File: src/sv/assert_macros.svh
// Assertion macros shared by the RTL.
// Expects a clock named clk and an active-low reset named rst_n in scope.
`ifndef ASSERT_MACROS_SVH
`define ASSERT_MACROS_SVH

// Checked at every rising edge while out of reset.
`define ASSERT_CLK(label, prop, msg) \
  label: assert property (@(posedge clk) disable iff (!rst_n) prop) else $error(msg);

// Checked at every rising edge, reset included.
`define ASSERT_ALWAYS(label, prop, msg) \
  label: assert property (@(posedge clk) prop) else $error(msg);

`endif

File: src/sv/hhlp_pkg.sv
// Package for the HTTP header line parser: parse states, result codes,
// framing characters and default limits. No dependencies.
package hhlp_pkg;

  localparam int MAX_VALUE_DEF = 255;

  localparam logic [7:0] CH_COLON = 8'h3A;
  localparam logic [7:0] CH_CR    = 8'h0D;
  localparam logic [7:0] CH_LF    = 8'h0A;
  localparam logic [7:0] CH_SPACE = 8'h20;

  typedef enum logic [3:0] {
    ST_START  = 4'd0,
    ST_KEY    = 4'd1,
    ST_COLON  = 4'd2,
    ST_SPACE  = 4'd3,
    ST_VALUE  = 4'd4,
    ST_CR     = 4'd5,
    ST_LF     = 4'd6,
    ST_END_CR = 4'd7,
    ST_BODY   = 4'd8,
    ST_FAIL   = 4'd9
  } state_t;

  typedef enum logic [1:0] {
    KIND_FRAME = 2'd0,
    KIND_KEY   = 2'd1,
    KIND_VALUE = 2'd2,
    KIND_BODY  = 2'd3
  } kind_t;

  typedef enum logic [1:0] {
    STAT_PARSING  = 2'd0,
    STAT_COMPLETE = 2'd1,
    STAT_FAILED   = 2'd2
  } status_t;

  typedef enum logic [2:0] {
    ERR_NONE      = 3'd0,
    ERR_KEY_BREAK = 3'd1,
    ERR_NO_SPACE  = 3'd2,
    ERR_VAL_LONG  = 3'd3,
    ERR_BAD_EOL   = 3'd4
  } err_t;

endpackage

File: src/sv/hhlp_in_if.sv
// Input channel of the HTTP header line parser: one raw byte per item.
// Standalone valid/ready interface, no dependencies.
interface hhlp_in_if;
  logic       valid;
  logic       ready;
  logic [7:0] byte_in;
  logic       new_request;

  modport source (output valid, output byte_in, output new_request, input ready);
  modport sink   (input valid, input byte_in, input new_request, output ready);
endinterface

File: src/sv/hhlp_out_if.sv
// Result channel of the HTTP header line parser: one classified byte per item.
// Standalone valid/ready interface, no dependencies.
interface hhlp_out_if;
  logic       valid;
  logic       ready;
  logic [7:0] byte_out;
  logic [1:0] kind;
  logic       pair_done;
  logic [1:0] status;
  logic [2:0] error_code;

  modport source (output valid, output byte_out, output kind, output pair_done,
                  output status, output error_code, input ready);
  modport sink   (input valid, input byte_out, input kind, input pair_done,
                  input status, input error_code, output ready);
endinterface

File: src/sv/http_header_line_parser.sv
// HTTP header line parser top level: parse state machine and result register.
// Depends on hhlp_pkg, hhlp_in_if, hhlp_out_if and assert_macros.svh.
//
// Classifies the header section one byte per clock unless stalled. Each
// accepted item yields exactly one result item, held in a result register;
// a new byte is accepted whenever that register is empty or being taken, so
// an unstalled stream runs at one item per cycle. The only feedback path is
// the parse state, value length counter and fault code, updated in the cycle
// of acceptance. new_request restarts parsing with the byte it arrives with.
// MAX_VALUE sets the longest value (MAX_VALUE+1 bytes) and the counter width.
`include "assert_macros.svh"

module http_header_line_parser #(
  parameter int MAX_VALUE = hhlp_pkg::MAX_VALUE_DEF
) (
  input  logic      clk,
  input  logic      rst_n,
  hhlp_in_if.sink   in_ch,
  hhlp_out_if.source out_ch
);

  localparam int CW = $clog2(MAX_VALUE + 2);

  hhlp_pkg::state_t state_r, state_nxt, state_cur;
  logic [CW-1:0]    count_r, count_nxt, count_cur;
  logic [2:0]       fault_r, fault_nxt, fault_cur;

  logic             out_valid_r;
  logic [7:0]       byte_r;
  logic [1:0]       kind_r, kind_nxt;
  logic             pair_r, pair_nxt;
  logic [1:0]       status_r, status_nxt;
  logic [2:0]       err_r, err_nxt;

  logic             in_take;
  logic [7:0]       b;

  assign in_ch.ready = !out_valid_r || out_ch.ready;
  assign in_take     = in_ch.valid && in_ch.ready;
  assign b           = in_ch.byte_in;

  always_comb begin
    state_cur = in_ch.new_request ? hhlp_pkg::ST_START : state_r;
    count_cur = in_ch.new_request ? '0 : count_r;
    fault_cur = in_ch.new_request ? hhlp_pkg::ERR_NONE : fault_r;

    state_nxt = state_cur;
    count_nxt = count_cur;
    fault_nxt = fault_cur;
    kind_nxt  = hhlp_pkg::KIND_FRAME;
    pair_nxt  = 1'b0;

    case (state_cur)
      hhlp_pkg::ST_START: begin
        if (b != hhlp_pkg::CH_CR && b != hhlp_pkg::CH_LF) begin
          state_nxt = hhlp_pkg::ST_KEY;
          kind_nxt  = hhlp_pkg::KIND_KEY;
        end
      end
      hhlp_pkg::ST_KEY: begin
        if (b == hhlp_pkg::CH_COLON) begin
          state_nxt = hhlp_pkg::ST_COLON;
        end else if (b == hhlp_pkg::CH_CR || b == hhlp_pkg::CH_LF) begin
          state_nxt = hhlp_pkg::ST_FAIL;
          fault_nxt = hhlp_pkg::ERR_KEY_BREAK;
        end else begin
          kind_nxt = hhlp_pkg::KIND_KEY;
        end
      end
      hhlp_pkg::ST_COLON: begin
        if (b == hhlp_pkg::CH_SPACE) begin
          state_nxt = hhlp_pkg::ST_SPACE;
        end else begin
          state_nxt = hhlp_pkg::ST_FAIL;
          fault_nxt = hhlp_pkg::ERR_NO_SPACE;
        end
      end
      hhlp_pkg::ST_SPACE: begin
        state_nxt = hhlp_pkg::ST_VALUE;
        count_nxt = CW'(1);
        kind_nxt  = hhlp_pkg::KIND_VALUE;
      end
      hhlp_pkg::ST_VALUE: begin
        if (b == hhlp_pkg::CH_CR) begin
          state_nxt = hhlp_pkg::ST_CR;
        end else if (count_cur > CW'(MAX_VALUE)) begin
          state_nxt = hhlp_pkg::ST_FAIL;
          fault_nxt = hhlp_pkg::ERR_VAL_LONG;
        end else begin
          count_nxt = CW'(count_cur + 1'b1);
          kind_nxt  = hhlp_pkg::KIND_VALUE;
        end
      end
      hhlp_pkg::ST_CR: begin
        if (b == hhlp_pkg::CH_LF) begin
          state_nxt = hhlp_pkg::ST_LF;
          pair_nxt  = 1'b1;
        end else begin
          state_nxt = hhlp_pkg::ST_FAIL;
          fault_nxt = hhlp_pkg::ERR_BAD_EOL;
        end
      end
      hhlp_pkg::ST_LF: begin
        if (b == hhlp_pkg::CH_CR) begin
          state_nxt = hhlp_pkg::ST_END_CR;
        end else begin
          state_nxt = hhlp_pkg::ST_KEY;
          kind_nxt  = hhlp_pkg::KIND_KEY;
        end
      end
      hhlp_pkg::ST_END_CR: begin
        if (b == hhlp_pkg::CH_LF) begin
          state_nxt = hhlp_pkg::ST_BODY;
        end else begin
          state_nxt = hhlp_pkg::ST_FAIL;
          fault_nxt = hhlp_pkg::ERR_BAD_EOL;
        end
      end
      hhlp_pkg::ST_BODY: begin
        kind_nxt = hhlp_pkg::KIND_BODY;
      end
      default: begin
        state_nxt = hhlp_pkg::ST_FAIL;
      end
    endcase

    if (state_nxt == hhlp_pkg::ST_BODY) begin
      status_nxt = hhlp_pkg::STAT_COMPLETE;
      err_nxt    = hhlp_pkg::ERR_NONE;
    end else if (state_nxt == hhlp_pkg::ST_FAIL) begin
      status_nxt = hhlp_pkg::STAT_FAILED;
      err_nxt    = fault_nxt;
    end else begin
      status_nxt = hhlp_pkg::STAT_PARSING;
      err_nxt    = hhlp_pkg::ERR_NONE;
    end
  end

  always_ff @(posedge clk) begin
    if (!rst_n) begin
      state_r     <= hhlp_pkg::ST_START;
      count_r     <= '0;
      fault_r     <= hhlp_pkg::ERR_NONE;
      out_valid_r <= 1'b0;
    end else begin
      if (in_take) begin
        state_r     <= state_nxt;
        count_r     <= count_nxt;
        fault_r     <= fault_nxt;
        out_valid_r <= 1'b1;
      end else if (out_ch.ready) begin
        out_valid_r <= 1'b0;
      end
    end
  end

  always_ff @(posedge clk) begin
    if (in_take) begin
      byte_r   <= b;
      kind_r   <= kind_nxt;
      pair_r   <= pair_nxt;
      status_r <= status_nxt;
      err_r    <= err_nxt;
    end
  end

  assign out_ch.valid      = out_valid_r;
  assign out_ch.byte_out   = byte_r;
  assign out_ch.kind       = kind_r;
  assign out_ch.pair_done  = pair_r;
  assign out_ch.status     = status_r;
  assign out_ch.error_code = err_r;

  `ASSERT_CLK(a_pair_framing,
    out_valid_r && pair_r |-> kind_r == hhlp_pkg::KIND_FRAME &&
    status_r == hhlp_pkg::STAT_PARSING,
    "pair_done on a non-framing or non-parsing item")
  `ASSERT_ALWAYS(a_fault_in_fail,
    state_r == hhlp_pkg::ST_FAIL |-> fault_r != hhlp_pkg::ERR_NONE,
    "failed state without a fault code")
  `ASSERT_ALWAYS(a_fault_only_fail,
    state_r != hhlp_pkg::ST_FAIL |-> fault_r == hhlp_pkg::ERR_NONE,
    "fault code held outside the failed state")
  `ASSERT_CLK(a_body_sticky,
    in_take && !in_ch.new_request && state_r == hhlp_pkg::ST_BODY |=>
    out_valid_r && kind_r == hhlp_pkg::KIND_BODY && status_r == hhlp_pkg::STAT_COMPLETE,
    "body byte not reported as body")
  `ASSERT_CLK(a_count_bound,
    count_r <= CW'(MAX_VALUE + 1),
    "value length counter past its limit")

endmodule
File: src/flat_wrapper.sv
// flat-port wrapper written by rule: the top's interface ports become plain ports
module http_header_line_parser_flat 
#(
  parameter int MAX_VALUE = hhlp_pkg::MAX_VALUE_DEF
)
  (clk, rst_n, in_ch_valid, in_ch_byte_in, in_ch_new_request, in_ch_ready, out_ch_valid, out_ch_byte_out, out_ch_kind, out_ch_pair_done, out_ch_status, out_ch_error_code, out_ch_ready);
  hhlp_in_if in_ch_i ();
  hhlp_out_if out_ch_i ();
  input  logic clk;
  input  logic rst_n;
  input wire logic [$bits(in_ch_i.valid)-1:0] in_ch_valid;
  input wire logic [$bits(in_ch_i.byte_in)-1:0] in_ch_byte_in;
  input wire logic [$bits(in_ch_i.new_request)-1:0] in_ch_new_request;
  output wire logic [$bits(in_ch_i.ready)-1:0] in_ch_ready;
  output wire logic [$bits(out_ch_i.valid)-1:0] out_ch_valid;
  output wire logic [$bits(out_ch_i.byte_out)-1:0] out_ch_byte_out;
  output wire logic [$bits(out_ch_i.kind)-1:0] out_ch_kind;
  output wire logic [$bits(out_ch_i.pair_done)-1:0] out_ch_pair_done;
  output wire logic [$bits(out_ch_i.status)-1:0] out_ch_status;
  output wire logic [$bits(out_ch_i.error_code)-1:0] out_ch_error_code;
  input wire logic [$bits(out_ch_i.ready)-1:0] out_ch_ready;
  assign in_ch_i.valid = in_ch_valid;
  assign in_ch_i.byte_in = in_ch_byte_in;
  assign in_ch_i.new_request = in_ch_new_request;
  assign in_ch_ready = in_ch_i.ready;
  assign out_ch_valid = out_ch_i.valid;
  assign out_ch_byte_out = out_ch_i.byte_out;
  assign out_ch_kind = out_ch_i.kind;
  assign out_ch_pair_done = out_ch_i.pair_done;
  assign out_ch_status = out_ch_i.status;
  assign out_ch_error_code = out_ch_i.error_code;
  assign out_ch_i.ready = out_ch_ready;
  http_header_line_parser #(.MAX_VALUE(MAX_VALUE)) u_core (.clk(clk), .rst_n(rst_n), .in_ch(in_ch_i), .out_ch(out_ch_i));
endmodule
File: config.mk
export PLATFORM = sky130hd
export DESIGN_NAME = http_header_line_parser_flat
export DESIGN_NICKNAME = d
export VERILOG_FILES = /design/src/sv/hhlp_pkg.sv /design/src/sv/hhlp_in_if.sv /design/src/sv/hhlp_out_if.sv /design/src/sv/http_header_line_parser.sv /design/src/flat_wrapper.sv
export VERILOG_INCLUDE_DIRS = /design/src /design/src/sv
export SDC_FILE = /design/constraint.sdc
export NUM_CORES = 1
export LEC_CHECK = 0
export ABC_CLOCK_PERIOD_IN_PS = 4200
export BUFFER_PORTS_ARGS = -buffer_cell sky130_fd_sc_hd__buf_4
export CAP_MARGIN = 20
export CORE_ASPECT_RATIO = 1.2
export CORE_MARGIN = 2
export CORE_UTILIZATION = 60
export CTS_CLUSTER_DIAMETER = 30
export DETAILED_ROUTE_END_ITERATION = 8
export PLACE_DENSITY_LB_ADDON = 0.12
export SLEW_MARGIN = 20
export SYNTH_ARGS = -nofsm -noshare
export SYNTH_HDL_FRONTEND = slang
export SYNTH_SLANG_ARGS = --single-unit
File: constraint.sdc
create_clock -name clk -period 4.2 [get_ports clk]
set_input_delay 0.63 -clock clk [delete_from_list [all_inputs] [get_ports clk]]
set_output_delay 0.63 -clock clk [all_outputs]
set_load 0.05 [all_outputs]
After elaboration in Yosys (flattened, before gate mapping)
Index checks and enable logic that the tools add are counted.
{ "classes": {"n_addsub": 1, "bitwise_logic": 1, "order_cmp": 1, "eq_ne": 16, "n_mux": 34, "reduce_logical": 9} }
{ "op_table": {"columns": ["operator", "count"], "rows": [
  ["4-bit case mux with 9 select lines", 1],
  ["4-bit 2-to-1 mux", 8],
  ["9-bit 2-to-1 mux", 3],
  ["3-bit 2-to-1 mux", 8],
  ["9-bit case mux with 2 select lines", 1],
  ["4-bit by 3-bit equality test with 1-bit output (second input constant)", 4],
  ["8-bit by 4-bit equality test with 1-bit output (second input constant)", 2],
  ["8-bit by 6-bit equality test with 1-bit output (second input constant)", 2],
  ["8-bit by 4-bit != test with 1-bit output (second input constant)", 2],
  ["4-bit equality test (second input constant)", 3],
  ["2-bit case mux with 6 select lines", 1],
  ["3-bit case mux with 4 select lines", 1],
  ["9-bit by 1-bit adder with 9-bit output (second input constant)", 1],
  ["9-bit by 8-bit greater-than comparator with 1-bit output (second input constant)", 1],
  ["4-bit by 2-bit equality test with 1-bit output (second input constant)", 2],
  ["2-bit 2-to-1 mux", 4],
  ["1-bit 2-to-1 mux", 7],
  ["4-bit by 1-bit equality test with 1-bit output (second input constant)", 1],
  ["4-bit zero test", 1],
  ["2-bit OR reduction", 2],
  ["1-bit logical AND", 2],
  ["1-bit logical OR", 2],
  ["2-bit nonzero test", 1],
  ["1-bit zero test", 1],
  ["1-bit inverter", 1]
]} }
{ "totals": {"elab_cells": 71, "inputBits": 13, "regBits": 33} }

Logic depth before layout (Yosys ltp)
{ "depth": {"ltp_word": 8, "mapped_depth": 12, "mapped_depth_nobuf": 11} }

Least setup slack after synthesis
Ideal clock, no wire load.
{ "synth_timing": {"path_type": "input to register", "from": "input port in_ch_new_request", "to": "register u_core.err_r[2], in the netlist u_core.out_ch.error_code[2], data pin", "setup_slack_ns": 1.229, "setup_ns": 0.283, "required_ns": 3.917, "path_stages": 12, "arrival_time_ns": 2.688, "cell_sequence": "buf_2 -> nor2b_1 -> ha_1 -> nand4_1 -> nor2_1 -> ha_1 -> or3b_1 -> clkbuf_1 -> o21ai_0 -> a31oi_1 -> o41ai_1 -> a211oi_1"} }
{ "synth_between": {"elab_chain_len": 8, "word_cells_on_any_way": 31} }
{ "synth_lines": {"columns": ["item", "line_no", "text"], "rows": [
  ["start, declared", "flat_wrapper.sv:13", "input wire logic [$bits(in_ch_i.new_request)-1:0] in_ch_new_request;"],
  ["9-bit 2-to-1 mux", "http_header_line_parser.sv:44", "count_cur = in_ch.new_request ? '0 : count_r;"],
  ["9-bit by 8-bit greater-than comparator with 1-bit output", "http_header_line_parser.sv:86", "end else if (count_cur > CW'(MAX_VALUE)) begin"],
  ["4-bit 2-to-1 mux", "http_header_line_parser.sv:86", null],
  ["4-bit 2-to-1 mux", "http_header_line_parser.sv:84", "if (b == hhlp_pkg::CH_CR) begin"],
  ["4-bit case mux with 9 select lines", "http_header_line_parser.sv:53", "case (state_cur)"],
  ["4-bit equality test", "http_header_line_parser.sv:130", "end else if (state_nxt == hhlp_pkg::ST_FAIL) begin"],
  ["1-bit inverter (no line)", null, null],
  ["2-bit OR reduction (no line)", null, null],
  ["end signal, assigned", "http_header_line_parser.sv:163", "err_r <= err_nxt;"],
  ["end, declared", "http_header_line_parser.sv:33", "logic [2:0] err_r, err_nxt;"]
]} }
Parallel ways exist; a longest one is shown, timed or not.
A chain may end at the register's enable or synchronous reset.

Worst setup path after layout
Same ends and word-level chain as after synthesis.

==> results.toml <==
[route]
drt_first_pass_iters = 5
drt_iter0_markers = 113
route.detailed.drc = 0
post_drt_via_cell_ratio = 6.796
finalWirelength_mm = 5.127
via_count = 1937
post_drt_wl_per_cell_um = 17.99
antenna_left = 0

[logic_synthesis]
ys_async_sr_fraction_pct = 0
synth.largest_area_cell = "edfxtp_1"
synth_area_leaders = "edfxtp_1 (24%), dfxtp_1 (17%), o21ai_0 (4.5%)"
seq_area_frac_synth_pct = 41.03
synth.cell_area_um2 = 2001
synth_enable_flop_cells = 16
syn-num-nets = 241
netlist.area_leader.share_pct = 24.02
synth_seq_cells = 33
synth_cells = 226
ys_types = 57
synth_ff_type = "dfxtp_1"
avgSynthCellArea_um2 = 8.853
yosys_warnings = 0

[setup_path]
cp_cell_sequence = "buf_4 > nand2b_1 > inv_1 > ha_1 > nand4_1 > nor2_1 > ha_1 > or3b_1 > o21ai_0 > a31oi_1 > o41ai_1 > a211oi_1"
startpoint = "in_ch_new_request"
cp_slowest_cell = "or3b_1"
max_stage_delay_ps = 450
critical_path_arrival_ps = 3120
critPathCaptureType = "flip-flop"
path_class = "in -> reg"
worst_ep_required_time_ps = 4280
cp-endpoint = "u_core.out_ch.error_code[2]$_SDFFCE_PP0P_"
r2r-end = "u_core.out_ch.error_code[1]$_SDFFCE_PP0P_"
cpMostUsedCell = "ha_1"
rrSetupSlack_ps = 1280
r2r_cells = 10
critPathMaxFanout = 22
worstSetupStartpointType = "primary input"
rr_startpoint = "u_core.count_r[1]$_SDFFE_PN0P_"

[finish]
final_nets = 263
diodes = 0
fillerInstances = 231
area_growth_pct = 12.82
final_layout_size_suffix_gt1_share_pct = 18.47

[floorplanning]
initial_core_util_pct = 64.32
rows = 22
io_pins = 31
dieArea_um2 = 3814
die_w_um = 56.72
coreArea_um2 = 3110
die_h_um = 67.26

[clock_network]
clock_sinks = 33
hold_buffers = 0
cts_root_buf = "clkbuf_4"
cts_max_level = 2
clock_latency_ps = 350
numCtsBuffers = 5
cts_setup_buffers = 0
cts_resized = 0
tritoncts = "yes"
clk_path_buf_depth = 2
cts.clk_slew.worst_paths_ps = 110

[timing]
relSlewSlack_pct = 55.04
max_freq_mhz = 329.1
period_minus_slack_ps = 3039
worst_slack_ps = 1161
period_share_pct = 72.35
hold_violations = 0
clock_skew_ps = 14.91
tns_ps = 0
setup_viol = 0
tightest_slew_ps = 673.1
rsz0062_at_grt = "no"
drv_slew = 0

[global_route]
grt_use_met1_pct = 33.54
grt_pass1_vias = 1814
grtUsageMet3_pct = 7.471
grt_max_degree = 36
grt_usage_pct = 29.03
grt_first_pass_wirelength_mm = 8.480
grt_busiest_layer = "met2"
grtUsageMet2_pct = 49.56
antenna_found_initial = 0
gr-total-overflow = 0

[placed_design]
gp_congestion = 0.9459
hpwlAfterDp_mm = 3.664
port_buffers = 30
dp_slack_ps = 828.4

[worst_hold_path]
min_path_cells = 1
min_path_type = "in -> reg"

[power]
ir_drop_v = 0.0003006
p_total_mw = 0.6759
cellLeakagePower_nw = 0.7963
pwr_density_cell_nw_per_um2 = 299.4

[run_status]
status = "finished, final reports clean"

[run]
cap_violations = 0
## state kept, by name, indices dropped and copies added, names as in the netlist, 2 cells and up
signal,count
u_core.state_r,4
u_core.fault_r,3
u_core.out_ch.byte_out,8
u_core.count_r,9
u_core.out_ch.kind,2
u_core.out_ch.status,2
u_core.out_ch.error_code,3
## logic make-up after synthesis
| kind of cell | synth area share, % |
|---|---|
| flip-flops | 41.03 |
| AO/OA/AOI/OAI | 25.02 |
| AND/OR/NAND/NOR | 26.89 |
| multiplexers | 0.5003 |
| adder cells (fa/ha/maj) | 1.751 |
| buffers and inverters | 4.815 |
## layer usage
layer  wire [um]  up-vias
li1            -      920
met1        2001      888
met2        2560      116
met3         447       13
met4         118        0
met5           0        -
## where the power goes
| part | internal (mW) | switching (mW) |
|---|---|---|
| registers | 0.354 | 0.0142 |
| clock network | 0.0642 | 0.105 |
| logic | 0.0440 | 0.0940 |
## placed cells by master, fill, tap and decap left out, types with 2 or more instances in the layout
master    netlist  final
o311ai_1        2      2
nor2_1         19     19
nor3_1          5      5
a211oi_1        4      4
o211ai_1        5      5
and4_1          2      2
nand4_1         7      7
nor4_1          3      3
nand2_1        20     20
edfxtp_1       16     16
o21ai_0        18     18
buf_4           0     30
o31ai_1         4      4
nand4b_1        2      2
dfxtp_1        17     17
o21ai_1         2      2
a31oi_1        13     13
ha_1            2      2
nand3_1        12     12
nor2b_1         3      3
a41oi_1         2      2
a21oi_1        10     10
clkbuf_1        9      2
clkbuf_4        0      5
nand2b_1        4      4
and4bb_1        2      2
and3_1          2      2
inv_1           6      6
## worst max-delay path: cells and delay by family
family	cells	cell delay [ps]
buffers and inverters	2	290
adder cells (fa/ha/maj)	2	410
AO/OA/AOI/OAI	4	840
AND/OR/NAND/NOR	4	940
## synth_stat cells (2+ instances only)
cell type   n
o31ai_1     4
o211ai_1    5
nor3_1      5
nor4_1      3
inv_1       6
nor2b_1     3
clkbuf_1    9
o311ai_1    2
a41oi_1     2
nand4b_1    2
a21oi_1    10
buf_2       5
nor2_1     19
and4bb_1    2
nand3_1    12
o21ai_0    18
nand2_1    20
edfxtp_1   16
a31oi_1    13
nand4_1     7
ha_1        2
and3_1      2
o21ai_1     2
dfxtp_1    17
nand2b_1    4
a211oi_1    4
and4_1      2
## stage by stage
stage          instance area (um^2)  cells  util [%]  hold slack (ps)
6_report                       2257    285     72.57            500.8
3_5_place_dp                   2197    276     70.64            477.9
4_1_cts                        2246    284     72.20            485.1
5_1_grt                        2257    285     72.57            470.3
3_3_place_gp                   2197    276     70.64            482.3
2_1_floorplan                  2001    226         -            444.6
## final cells by class
| type | count | area, um^2 | area share, % |
|---|---|---|---|
| clock buffer | 7 | 45.04 | 1.996 |
| inverter | 6 | 22.52 | 0.9978 |
| sequential | 33 | 820.8 | 36.36 |
| clock inverter | 1 | 3.754 | 0.1663 |
| multi-input combinational | 171 | 1084 | 48.00 |
| timing repair buffer | 31 | 236.5 | 10.48 |
| tap | 36 | 45.04 | 1.996 |
## how the worst min path moves through the flow
stage | startpoint | slack (ps) | endpoint
global route | in_ch_byte_in[4] | 470 | u_core.out_ch.byte_out[4]$_DFFE_PP_
CTS | in_ch_byte_in[7] | 490 | u_core.out_ch.byte_out[7]$_DFFE_PP_
global placement | u_core.count_r[7]$_SDFFE_PN0P_ | 480 | u_core.count_r[7]$_SDFFE_PN0P_
finish | in_ch_byte_in[4] | 500 | u_core.out_ch.byte_out[4]$_DFFE_PP_
floorplan | u_core.count_r[7]$_SDFFE_PN0P_ | 440 | u_core.count_r[7]$_SDFFE_PN0P_
detailed placement | u_core.count_r[7]$_SDFFE_PN0P_ | 480 | u_core.count_r[7]$_SDFFE_PN0P_
(Power assumes the default switching activity.)
